$ cat src/design/word_pair_rle_decoder_defines.svh
// Assertion macros shared by the decoder RTL
`ifndef WORD_PAIR_RLE_DECODER_DEFINES_SVH
`define WORD_PAIR_RLE_DECODER_DEFINES_SVH

// Checked on every rising edge, quiet while reset is asserted
`define WPR_ASSERT(lbl, clk, rst_n, prop, msg) \
	lbl: assert property (@(posedge clk) disable iff (!rst_n) prop) else $error(msg);

// Checked on every rising edge, reset included
`define WPR_ASSERT_ALWAYS(lbl, clk, prop, msg) \
	lbl: assert property (@(posedge clk) prop) else $error(msg);

`endif

$ cat src/design/wpr_pkg.sv
package wpr_pkg;

	// decoded event queue between front and back
	localparam int unsigned QDEPTH = 4;
	localparam int unsigned QPTR_W = $clog2(QDEPTH);
	localparam int unsigned QCNT_W = $clog2(QDEPTH + 1);

	localparam int unsigned CFG_DATA_W = 32;
	localparam int unsigned ROW_W      = 17;
	localparam int unsigned IMAGE_W    = 32;
	localparam int unsigned TOTAL_W    = 33;
	localparam int unsigned ROWCNT_W   = 18;

	// configuration register indexes
	localparam logic CFG_ROW_BYTES   = 1'b0;
	localparam logic CFG_IMAGE_BYTES = 1'b1;

	// input kinds
	localparam logic KIND_DATA = 1'b0;

	typedef enum logic [2:0] {
		ST_RUN      = 3'd0,
		ST_DONE     = 3'd1,
		ST_MISMATCH = 3'd2,
		ST_OVERFLOW = 3'd3,
		ST_TRUNC    = 3'd4
	} status_t;

	// record-boundary check with a data byte, boundary check on end of input,
	// end of input mid-record, and a complete record
	typedef enum logic [1:0] {
		EV_CHECK     = 2'd0,
		EV_CHECK_END = 2'd1,
		EV_TRUNC     = 2'd2,
		EV_RECORD    = 2'd3
	} ev_kind_t;

	typedef enum logic [1:0] {
		PH_COUNT_LO = 2'd0,
		PH_COUNT_HI = 2'd1,
		PH_FIRST    = 2'd2,
		PH_SECOND   = 2'd3
	} phase_t;

	typedef struct packed {
		ev_kind_t    kind;
		logic [15:0] count;
		logic [7:0]  first;
		logic [7:0]  second;
	} ev_t;

endpackage

$ cat src/design/word_pair_rle_decoder.sv
// Run-length decoder for 4-byte records (16-bit little-endian count, then a
// byte pair). Compressed bytes enter on the input channel (in_valid/in_stall,
// kind 1 marks end of input); run descriptors and status results leave on the
// output channel (out_valid/out_stall), one per transfer, last set on the
// status that ends the stream. row_bytes and image_bytes are written through
// cfg_we/cfg_index/cfg_data; the user must write them only while the block is
// idle, as the block does not enforce it. One input byte per cycle while
// in_stall is low. The front assembles records and queues check/record
// events in a 4-entry queue; the back executes one event per cycle while
// the output register can take a result, with a saturating add and compare
// on the byte counters. A result passes through the event queue and then the
// output register; a run that also ends the stream is followed by its status.
// in_stall rises only when the event queue is full, which happens only while
// the receiver holds out_stall; results are held in the output register.
// Reset clears counters, record position, queue and output; the config
// registers reset to zero. After a status result all input is taken and
// dropped until the next reset.
`include "word_pair_rle_decoder_defines.svh"

module word_pair_rle_decoder (
	input  logic                              clk,
	input  logic                              arst_n,
	input  logic                              cfg_we,
	input  logic                              cfg_index,
	input  logic [wpr_pkg::CFG_DATA_W-1:0]    cfg_data,
	input  logic                              in_valid,
	output logic                              in_stall,
	input  logic                              kind,
	input  logic [7:0]                        data_byte,
	output logic                              out_valid,
	input  logic                              out_stall,
	output logic [7:0]                        pair_first,
	output logic [7:0]                        pair_second,
	output logic [15:0]                       repeat_count,
	output logic [2:0]                        status,
	output logic                              last
);

	logic [wpr_pkg::ROW_W-1:0]    row_bytes_q;
	logic [wpr_pkg::IMAGE_W-1:0]  image_bytes_q;

	logic                         in_xfer;
	logic                         q_push;
	wpr_pkg::ev_t                 q_push_ev;
	logic                         q_pop;
	wpr_pkg::ev_t                 q_head;
	logic                         q_not_empty;
	logic                         q_full;
	logic [wpr_pkg::QCNT_W-1:0]   q_count;
	logic                         q_has_room;
	logic                         out_xfer;

	// configuration registers
	always_ff @(posedge clk or negedge arst_n) begin
		if (!arst_n) begin
			row_bytes_q   <= '0;
			image_bytes_q <= '0;
		end else if (cfg_we) begin
			case (cfg_index)
				wpr_pkg::CFG_ROW_BYTES:   row_bytes_q   <= cfg_data[wpr_pkg::ROW_W-1:0];
				wpr_pkg::CFG_IMAGE_BYTES: image_bytes_q <= cfg_data[wpr_pkg::IMAGE_W-1:0];
				default:                  ;
			endcase
		end
	end

	assign in_stall = q_full;
	assign in_xfer  = in_valid && !in_stall;

	wpr_front u_front (
		.clk       (clk),
		.arst_n    (arst_n),
		.accept    (in_xfer),
		.kind      (kind),
		.data_byte (data_byte),
		.push      (q_push),
		.ev        (q_push_ev)
	);

	wpr_queue u_queue (
		.clk       (clk),
		.arst_n    (arst_n),
		.push      (q_push),
		.push_ev   (q_push_ev),
		.pop       (q_pop),
		.head_ev   (q_head),
		.not_empty (q_not_empty),
		.full      (q_full),
		.count     (q_count)
	);

	wpr_back u_back (
		.clk          (clk),
		.arst_n       (arst_n),
		.row_bytes    (row_bytes_q),
		.image_bytes  (image_bytes_q),
		.ev           (q_head),
		.ev_valid     (q_not_empty),
		.pop          (q_pop),
		.out_valid    (out_valid),
		.out_stall    (out_stall),
		.pair_first   (pair_first),
		.pair_second  (pair_second),
		.repeat_count (repeat_count),
		.status       (status),
		.last         (last)
	);

	assign q_has_room = (q_count < wpr_pkg::QCNT_W'(wpr_pkg::QDEPTH));
	assign out_xfer   = out_valid && !out_stall;

	// queue never pushed past its depth
	`WPR_ASSERT(a_no_overflow, clk, arst_n, q_push |-> q_has_room, "event queue overflow")
	// queue never popped empty
	`WPR_ASSERT(a_no_underflow, clk, arst_n, q_pop |-> q_not_empty, "event queue underflow")
	// nothing follows the final result
	`WPR_ASSERT(a_last_ends, clk, arst_n, (out_xfer && last) |=> !out_valid, "result after last")
	// no result while reset is held
	`WPR_ASSERT_ALWAYS(a_reset_quiet, clk, !arst_n |-> !out_valid, "output valid in reset")

endmodule

$ cat src/design/wpr_front.sv
module wpr_front (
	input  logic          clk,
	input  logic          arst_n,
	input  logic          accept,
	input  logic          kind,
	input  logic [7:0]    data_byte,
	output logic          push,
	output wpr_pkg::ev_t  ev
);

	wpr_pkg::phase_t phase_q;
	logic [7:0]      count_lo_q;
	logic [7:0]      count_hi_q;
	logic [7:0]      first_q;

	// byte position within the 4-byte record
	always_ff @(posedge clk or negedge arst_n) begin
		if (!arst_n) begin
			phase_q <= wpr_pkg::PH_COUNT_LO;
		end else if (accept && kind == wpr_pkg::KIND_DATA) begin
			case (phase_q)
				wpr_pkg::PH_COUNT_LO: phase_q <= wpr_pkg::PH_COUNT_HI;
				wpr_pkg::PH_COUNT_HI: phase_q <= wpr_pkg::PH_FIRST;
				wpr_pkg::PH_FIRST:    phase_q <= wpr_pkg::PH_SECOND;
				default:              phase_q <= wpr_pkg::PH_COUNT_LO;
			endcase
		end
	end

	// record assembly registers
	always_ff @(posedge clk) begin
		if (accept && kind == wpr_pkg::KIND_DATA) begin
			case (phase_q)
				wpr_pkg::PH_COUNT_LO: count_lo_q <= data_byte;
				wpr_pkg::PH_COUNT_HI: count_hi_q <= data_byte;
				wpr_pkg::PH_FIRST:    first_q    <= data_byte;
				default:              ;
			endcase
		end
	end

	// classify the transfer into a queue event
	always_comb begin
		push      = 1'b0;
		ev.kind   = wpr_pkg::EV_CHECK;
		ev.count  = {count_hi_q, count_lo_q};
		ev.first  = first_q;
		ev.second = data_byte;
		if (accept) begin
			if (kind != wpr_pkg::KIND_DATA) begin
				push    = 1'b1;
				ev.kind = (phase_q == wpr_pkg::PH_COUNT_LO) ? wpr_pkg::EV_CHECK_END
					: wpr_pkg::EV_TRUNC;
			end else if (phase_q == wpr_pkg::PH_COUNT_LO) begin
				push    = 1'b1;
				ev.kind = wpr_pkg::EV_CHECK;
			end else if (phase_q == wpr_pkg::PH_SECOND) begin
				push    = 1'b1;
				ev.kind = wpr_pkg::EV_RECORD;
			end
		end
	end

endmodule

$ cat src/design/wpr_queue.sv
module wpr_queue (
	input  logic                        clk,
	input  logic                        arst_n,
	input  logic                        push,
	input  wpr_pkg::ev_t                push_ev,
	input  logic                        pop,
	output wpr_pkg::ev_t                head_ev,
	output logic                        not_empty,
	output logic                        full,
	output logic [wpr_pkg::QCNT_W-1:0]  count
);

	wpr_pkg::ev_t                entry_q [wpr_pkg::QDEPTH];
	logic [wpr_pkg::QPTR_W-1:0]  wr_ptr_q;
	logic [wpr_pkg::QPTR_W-1:0]  rd_ptr_q;
	logic [wpr_pkg::QCNT_W-1:0]  count_q;

	assign count     = count_q;
	assign full      = (count_q == wpr_pkg::QCNT_W'(wpr_pkg::QDEPTH));
	assign not_empty = (count_q != '0);
	assign head_ev   = entry_q[rd_ptr_q];

	// pointers and fill count
	always_ff @(posedge clk or negedge arst_n) begin
		if (!arst_n) begin
			wr_ptr_q <= '0;
			rd_ptr_q <= '0;
			count_q  <= '0;
		end else begin
			if (push) begin
				wr_ptr_q <= wr_ptr_q + 1'b1;
			end
			if (pop) begin
				rd_ptr_q <= rd_ptr_q + 1'b1;
			end
			case ({push, pop})
				2'b10:   count_q <= count_q + 1'b1;
				2'b01:   count_q <= count_q - 1'b1;
				default: count_q <= count_q;
			endcase
		end
	end

	// entry storage
	always_ff @(posedge clk) begin
		if (push) begin
			entry_q[wr_ptr_q] <= push_ev;
		end
	end

endmodule

$ cat src/design/wpr_back.sv
module wpr_back (
	input  logic                          clk,
	input  logic                          arst_n,
	input  logic [wpr_pkg::ROW_W-1:0]     row_bytes,
	input  logic [wpr_pkg::IMAGE_W-1:0]   image_bytes,
	input  wpr_pkg::ev_t                  ev,
	input  logic                          ev_valid,
	output logic                          pop,
	output logic                          out_valid,
	input  logic                          out_stall,
	output logic [7:0]                    pair_first,
	output logic [7:0]                    pair_second,
	output logic [15:0]                   repeat_count,
	output logic [2:0]                    status,
	output logic                          last
);

	localparam int unsigned TSUM_W = wpr_pkg::TOTAL_W + 1;
	localparam int unsigned RSUM_W = wpr_pkg::ROWCNT_W + 1;

	logic [wpr_pkg::TOTAL_W-1:0]  total_q;
	logic [wpr_pkg::ROWCNT_W-1:0] row_q;
	logic                         stopped_q;
	logic                         pend_q;
	wpr_pkg::status_t             pend_st_q;

	logic                         out_valid_q;
	logic [7:0]                   out_first_q;
	logic [7:0]                   out_second_q;
	logic [15:0]                  out_count_q;
	wpr_pkg::status_t             out_st_q;

	logic                         slot_free;
	logic                         work;
	logic [16:0]                  cnt2;
	logic [TSUM_W-1:0]            tot_sum;
	logic [RSUM_W-1:0]            row_sum;
	logic [wpr_pkg::TOTAL_W-1:0]  tot_add;
	logic [wpr_pkg::ROWCNT_W-1:0] row_add;
	logic [wpr_pkg::TOTAL_W-1:0]  image_ext;
	logic [wpr_pkg::ROWCNT_W-1:0] row_ext;

	logic                         r1_valid;
	wpr_pkg::status_t             r1_st;
	logic                         r2_valid;
	wpr_pkg::status_t             r2_st;
	logic [wpr_pkg::TOTAL_W-1:0]  total_d;
	logic [wpr_pkg::ROWCNT_W-1:0] row_d;
	logic                         stop_d;

	assign slot_free = !out_valid_q || !out_stall;
	// events after a stop are drained and dropped
	assign pop  = ev_valid && (stopped_q || (!pend_q && slot_free));
	assign work = pop && !stopped_q;

	// saturating counter updates for a run
	assign cnt2      = {ev.count, 1'b0};
	assign tot_sum   = {1'b0, total_q} + TSUM_W'(cnt2);
	assign row_sum   = {1'b0, row_q} + RSUM_W'(cnt2);
	assign tot_add   = tot_sum[TSUM_W-1] ? '1 : tot_sum[wpr_pkg::TOTAL_W-1:0];
	assign row_add   = row_sum[RSUM_W-1] ? '1 : row_sum[wpr_pkg::ROWCNT_W-1:0];
	assign image_ext = wpr_pkg::TOTAL_W'(image_bytes);
	assign row_ext   = wpr_pkg::ROWCNT_W'(row_bytes);

	// event execution: up to two results
	always_comb begin
		r1_valid = 1'b0;
		r1_st    = wpr_pkg::ST_RUN;
		r2_valid = 1'b0;
		r2_st    = wpr_pkg::ST_DONE;
		total_d  = total_q;
		row_d    = row_q;
		stop_d   = 1'b0;
		if (work) begin
			case (ev.kind)
				wpr_pkg::EV_CHECK, wpr_pkg::EV_CHECK_END: begin
					if (total_q >= image_ext) begin
						r1_valid = 1'b1;
						r1_st    = wpr_pkg::ST_DONE;
					end else if (row_q > row_ext) begin
						r1_valid = 1'b1;
						r1_st    = wpr_pkg::ST_OVERFLOW;
					end else if (ev.kind == wpr_pkg::EV_CHECK_END) begin
						r1_valid = 1'b1;
						r1_st    = wpr_pkg::ST_TRUNC;
					end
					stop_d = r1_valid;
				end
				wpr_pkg::EV_TRUNC: begin
					r1_valid = 1'b1;
					r1_st    = wpr_pkg::ST_TRUNC;
					stop_d   = 1'b1;
				end
				default: begin
					if (ev.count == '0) begin
						// end-of-row marker
						if (row_q != row_ext) begin
							r1_valid = 1'b1;
							r1_st    = wpr_pkg::ST_MISMATCH;
							stop_d   = 1'b1;
						end else begin
							row_d = '0;
							if (total_q >= image_ext) begin
								r1_valid = 1'b1;
								r1_st    = wpr_pkg::ST_DONE;
								stop_d   = 1'b1;
							end
						end
					end else begin
						r1_valid = 1'b1;
						r1_st    = wpr_pkg::ST_RUN;
						total_d  = tot_add;
						row_d    = row_add;
						if (tot_add >= image_ext) begin
							r2_valid = 1'b1;
							r2_st    = wpr_pkg::ST_DONE;
						end else if (row_add > row_ext) begin
							r2_valid = 1'b1;
							r2_st    = wpr_pkg::ST_OVERFLOW;
						end
						stop_d = r2_valid;
					end
				end
			endcase
		end
	end

	// counters and stop flag
	always_ff @(posedge clk or negedge arst_n) begin
		if (!arst_n) begin
			total_q   <= '0;
			row_q     <= '0;
			stopped_q <= 1'b0;
		end else if (work) begin
			total_q   <= total_d;
			row_q     <= row_d;
			stopped_q <= stop_d;
		end
	end

	// output register; a trailing status waits in the pending slot
	always_ff @(posedge clk or negedge arst_n) begin
		if (!arst_n) begin
			out_valid_q <= 1'b0;
			pend_q      <= 1'b0;
		end else if (slot_free) begin
			if (pend_q) begin
				out_valid_q <= 1'b1;
				pend_q      <= 1'b0;
			end else begin
				out_valid_q <= r1_valid;
				pend_q      <= r1_valid && r2_valid;
			end
		end
	end

	// output payload
	always_ff @(posedge clk) begin
		if (slot_free) begin
			if (pend_q) begin
				out_first_q  <= '0;
				out_second_q <= '0;
				out_count_q  <= '0;
				out_st_q     <= pend_st_q;
			end else if (r1_valid) begin
				out_first_q  <= (r1_st == wpr_pkg::ST_RUN) ? ev.first : '0;
				out_second_q <= (r1_st == wpr_pkg::ST_RUN) ? ev.second : '0;
				out_count_q  <= (r1_st == wpr_pkg::ST_RUN) ? ev.count : '0;
				out_st_q     <= r1_st;
				pend_st_q    <= r2_st;
			end
		end
	end

	assign out_valid    = out_valid_q;
	assign pair_first   = out_first_q;
	assign pair_second  = out_second_q;
	assign repeat_count = out_count_q;
	assign status       = out_st_q;
	assign last         = (out_st_q != wpr_pkg::ST_RUN);

endmodule
$ cat config.mk
export PLATFORM = sky130hd
export DESIGN_NAME = word_pair_rle_decoder
export DESIGN_NICKNAME = d
export VERILOG_FILES = /design/src/design/wpr_pkg.sv /design/src/design/word_pair_rle_decoder.sv /design/src/design/wpr_front.sv /design/src/design/wpr_queue.sv /design/src/design/wpr_back.sv
export VERILOG_INCLUDE_DIRS = /design/src /design/src/design
export SDC_FILE = /design/constraint.sdc
export NUM_CORES = 1
export LEC_CHECK = 0
export ABC_CLOCK_PERIOD_IN_PS = 13200
export BUFFER_PORTS_ARGS = -buffer_cell sky130_fd_sc_hd__buf_2
export CORE_MARGIN = 5
export CORE_UTILIZATION = 45
export DETAILED_ROUTE_END_ITERATION = 6
export PLACE_DENSITY_LB_ADDON = 0.12
export SYNTH_ARGS = -nofsm -noshare
export SYNTH_HDL_FRONTEND = slang
export SYNTH_SLANG_ARGS = --single-unit
$ cat constraint.sdc
create_clock -name clk -period 13.2 [get_ports clk]
set_input_delay 1.32 -clock clk [delete_from_list [all_inputs] [get_ports clk]]
set_output_delay 1.32 -clock clk [all_outputs]
set_load 0.05 [all_outputs]
==> summary.json <==
{
  "status": {
    "run_status": "complete, no violations"
  },
  "flow_run": {
    "maxCapViolCount": 0
  },
  "die": {
    "start_util_pct": 45.7,
    "die_y_um": 198,
    "design.die.area_sq_um": 39100,
    "die_width_um": 198,
    "ioPinCount": 85,
    "number_of_core_rows": 68,
    "core_region_area_sq_um": 34600
  },
  "yosys": {
    "synthesis.instances": 1275,
    "sequential_share_of_the_synthesized_area_pct": 54.8,
    "synth_top_area_cell": "sky130_fd_sc_hd__edfxtp_1",
    "yosys.area.top_type_share_pct": 37.2,
    "yosys_warnings": 0,
    "ys_seq_elements": 308,
    "yosysMostFrequentCell": "sky130_fd_sc_hd__edfxtp_1",
    "area_of_the_mapped_netlist_sq_um": 15800,
    "netlist_top_cells_count": "sky130_fd_sc_hd__edfxtp_1, sky130_fd_sc_hd__ha_1, sky130_fd_sc_hd__nand2_1",
    "synth_edf_count": 196,
    "synthTopCellsByArea": "sky130_fd_sc_hd__edfxtp_1, sky130_fd_sc_hd__dfrtp_1, sky130_fd_sc_hd__ha_1, sky130_fd_sc_hd__mux4_2, sky130_fd_sc_hd__mux2_2",
    "syn_nets": 1464,
    "distinct_cell_type_count_of_the_synthesized_netlist": 67,
    "asyncSetResetFlopFracSynth_pct": 36.4,
    "syn_area_per_cell_sq_um": 12.4,
    "ys_dominant_reg_cell": "sky130_fd_sc_hd__edfxtp_1"
  },
  "global_route": {
    "globalRoute.totalOverflow": 0,
    "grt_pass1_vias": 10625,
    "grt_first_pass_wirelength_um": 60400,
    "globalRouteTotalUtil_pct": 19.9,
    "grt_start_max_net_pins": 64,
    "initial_antenna_violation_count": 0
  },
  "sta": {
    "worst_hold_slack_after_final_layout_ns": 0.496,
    "setup_repair_after_global_routing_missed_its_margin": "false",
    "fin_setup_tns_ns": 0,
    "report.final.setup_viol": 0,
    "final.period_utilization_pct": 51.8,
    "timing.final.hold_violations": 0,
    "setup_slack_ns": 6.37,
    "worst_pin_slew_ns": 1.07,
    "fin_worst_skew_ns": 0.0238,
    "slew-limit-headroom_pct": 28.5,
    "max_clock_freq_mhz": 146,
    "slew_violations": 0,
    "finalWorstPathRequiredPeriod_ns": 6.83
  },
  "cts": {
    "worst_skew_pair.late_latency_ns": 0.55,
    "tritoncts": "built",
    "cts-resized-gates": 0,
    "cts_buffers": 36,
    "root_cell_of_the_clock_tree": "sky130_fd_sc_hd__clkbuf_16",
    "htreeDepth": 2,
    "clkSlewWorstSetupHoldPaths_ns": 0.06,
    "ctsLongestPathBuffers": 3,
    "cts_setup_buffers": 0,
    "clock_sink_count": 308,
    "ctsHoldBuffers": 0
  },
  "critical_path": {
    "critPathMaxFanout": 32,
    "path_common_cell": "sky130_fd_sc_hd__buf_4",
    "critPathMaxStageDelay_ns": 0.65,
    "startpoint_type": "register",
    "critical-path-top-delay-family": "compound AO/OA/AOI/OAI gates",
    "cp_data_arrival_time_ns": 7.24,
    "end_kind": "register",
    "cp_data_required_time_ns": 13.61,
    "cp_max_stage_cell": "sky130_fd_sc_hd__mux4_2",
    "critPathKind": "reg -> reg",
    "cp.buffers_inverters": 4,
    "timing.critical_path.cells": "buf_4 > mux4_2 > ha_1 > inv_1 > fa_1 > nor2b_1 > o2111ai_1 > a21boi_0 > a211oi_1 > buf_4 > or2_1 > buf_4 > nand2_1 > ha_1 > a211oi_1 > nor2_1 > a2111oi_0 > nand3_1 > o31ai_1 > nand4_1 > nor4_1 > a41oi_1"
  },
  "min_path": {
    "hold_class": "reg -> reg"
  },
  "detailed_routing": {
    "finalWirelength_um": 38400,
    "drt_iter0_drc": 617,
    "detailroute.via_count": 10350,
    "detailedRoute.firstPassIterationCount": 5,
    "route.detailed.drc": 0,
    "vias_per_cell": 5.59,
    "detail_route.wl_per_cell_um": 20.7,
    "postRouteAntennaNets": 0
  },
  "finish": {
    "design_area_sq_um": 18000,
    "num-nets-final": 1561,
    "n_antenna_cell": 0,
    "multiInputGateArea_sq_um": 6710,
    "flow.area_growth_from_synthesis_pct": 13.3,
    "seq_area_sq_um": 8690,
    "filler_cell_count": 2997,
    "post-route-util_pct": 51.8,
    "layout.cells.non_filler": 1853,
    "share_of_post_route_cells_with_drive_strength_above_1_pct": 16.5
  },
  "place": {
    "hpwl_um": 27600,
    "routability_congestion_estimate": 0.854,
    "post_dp_cell_area_sq_um": 16800,
    "place.detailed.instances": 1789,
    "placement.io_buffers": 84,
    "post-place-ws_ns": 6.32
  },
  "power": {
    "totalPowerFinal_mw": 5.18,
    "cellLeakagePower_nw": 7.37,
    "power-per-cell-area_nw_per_um2": 288,
    "vdd_drop_max_mv": 0.166
  }
}
worst register-to-register path: stages, from the launching register on:
cell                        delay, ns
sky130_fd_sc_hd__dfrtp_2         0.58
sky130_fd_sc_hd__buf_4           0.54
sky130_fd_sc_hd__mux4_2          0.67
sky130_fd_sc_hd__ha_1            0.26
sky130_fd_sc_hd__inv_1           0.08
sky130_fd_sc_hd__fa_1            0.20
sky130_fd_sc_hd__nor2b_1         0.07
sky130_fd_sc_hd__o2111ai_1       0.22
sky130_fd_sc_hd__a21boi_0        0.21
sky130_fd_sc_hd__a211oi_1        0.32
sky130_fd_sc_hd__buf_4           0.22
sky130_fd_sc_hd__or2_1           0.46
sky130_fd_sc_hd__buf_4           0.43
sky130_fd_sc_hd__nand2_1         0.10
sky130_fd_sc_hd__ha_1            0.30
sky130_fd_sc_hd__a211oi_1        0.24
sky130_fd_sc_hd__nor2_1          0.07
sky130_fd_sc_hd__a2111oi_0       0.51
sky130_fd_sc_hd__nand3_1         0.14
sky130_fd_sc_hd__o31ai_1         0.27
sky130_fd_sc_hd__nand4_1         0.29
sky130_fd_sc_hd__nor4_1          0.35
sky130_fd_sc_hd__a41oi_1         0.17
per-layer routing:
| metal | GRT usage, % | wire length [um] |
|---|---|---|
| met5 | 0 | 0 |
| met4 | 5.61 | 980 |
| met3 | 4.69 | 2300 |
| met2 | 32.9 | 18400 |
| met1 | 26.5 | 16600 |
registers in the layout, summed over array words and instances, names as in the netlist, 16 cells and up:
name / flops
image_bytes_q: 32
row_bytes_q: 17
u_back.repeat_count: 16
u_back.row_q: 18
u_back.total_q: 33
u_queue.entry_q: 136
logic make-up after synthesis:
kind of cell / after synthesis / synth area share, %
AO/OA/AOI/OAI: 260 / 10.3
multiplexers: 80 / 8.09
flip-flops: 308 / 54.8
adder cells (fa/ha/maj): 142 / 11.4
buffers and inverters: 118 / 2.95
AND/OR/NAND/NOR: 324 / 10.0
XOR/XNOR: 43 / 2.38
where the power goes:
part	internal (mW)	switching, mW	total (mW)
Combinational	1.06	1.66	2.72
Clock	0.588	0.398	0.986
Sequential	1.32	0.156	1.47
path summary, 6_finish.rpt:
kind	start	to	slack (ns)	cells past startpoint
worst min-delay path	u_queue.count[2]$_DFFE_PN0P_	u_queue.count[2]$_DFFE_PN0P_	0.50	1
worst min register to register	u_queue.count[2]$_DFFE_PN0P_	u_queue.count[2]$_DFFE_PN0P_	0.50	1
max in group asynchronous	arst_n	u_queue.rd_ptr_q[0]$_DFFE_PN0P_	10.99	2
min in group asynchronous	arst_n	image_bytes_q[21]$_DFFE_PN0P_	0.84	1
worst max register to register	u_queue.rd_ptr_q[0]$_DFFE_PN0P_	u_back.stopped_q$_DFFE_PN0P_	6.37	22
worst max-delay path	u_queue.rd_ptr_q[0]$_DFFE_PN0P_	u_back.stopped_q$_DFFE_PN0P_	6.37	22
cell usage in the layout, fill, tap and decap left out, types with 7 or more instances in the layout:
master and count:
sky130_fd_sc_hd__nor4_1 9, sky130_fd_sc_hd__nor2_1 57, sky130_fd_sc_hd__a22o_1 16, sky130_fd_sc_hd__xnor2_1 27, sky130_fd_sc_hd__nor3_1 11, sky130_fd_sc_hd__o21ai_0 62, sky130_fd_sc_hd__a31oi_1 25, sky130_fd_sc_hd__buf_4 14
sky130_fd_sc_hd__xor2_1 16, sky130_fd_sc_hd__and3_1 7, sky130_fd_sc_hd__edfxtp_1 196, sky130_fd_sc_hd__mux2_2 38, sky130_fd_sc_hd__dfrtp_1 111, sky130_fd_sc_hd__o21ai_1 7, sky130_fd_sc_hd__nand2b_1 15, sky130_fd_sc_hd__a21o_1 12
sky130_fd_sc_hd__mux4_2 34, sky130_fd_sc_hd__nand3_1 21, sky130_fd_sc_hd__a21oi_1 70, sky130_fd_sc_hd__inv_1 80, sky130_fd_sc_hd__buf_2 83, sky130_fd_sc_hd__nand2_1 113, sky130_fd_sc_hd__clkbuf_1 7, sky130_fd_sc_hd__ha_1 139
sky130_fd_sc_hd__nand4_1 24, sky130_fd_sc_hd__clkbuf_16 36, sky130_fd_sc_hd__and2_1 43, sky130_fd_sc_hd__a211oi_1 11
cell type report:
| class | count | area share (%) |
|---|---|---|
| Sequential cell | 308 | 48.4 |
| Multi-Input combinational cell | 849 | 37.4 |
| Clock buffer | 44 | 5.24 |
| Tap cell | 455 | 3.17 |
| Timing Repair Buffer | 97 | 2.90 |
| Inverter | 80 | 1.67 |
| Clock inverter | 20 | 1.25 |
(Power assumes the default switching activity.)
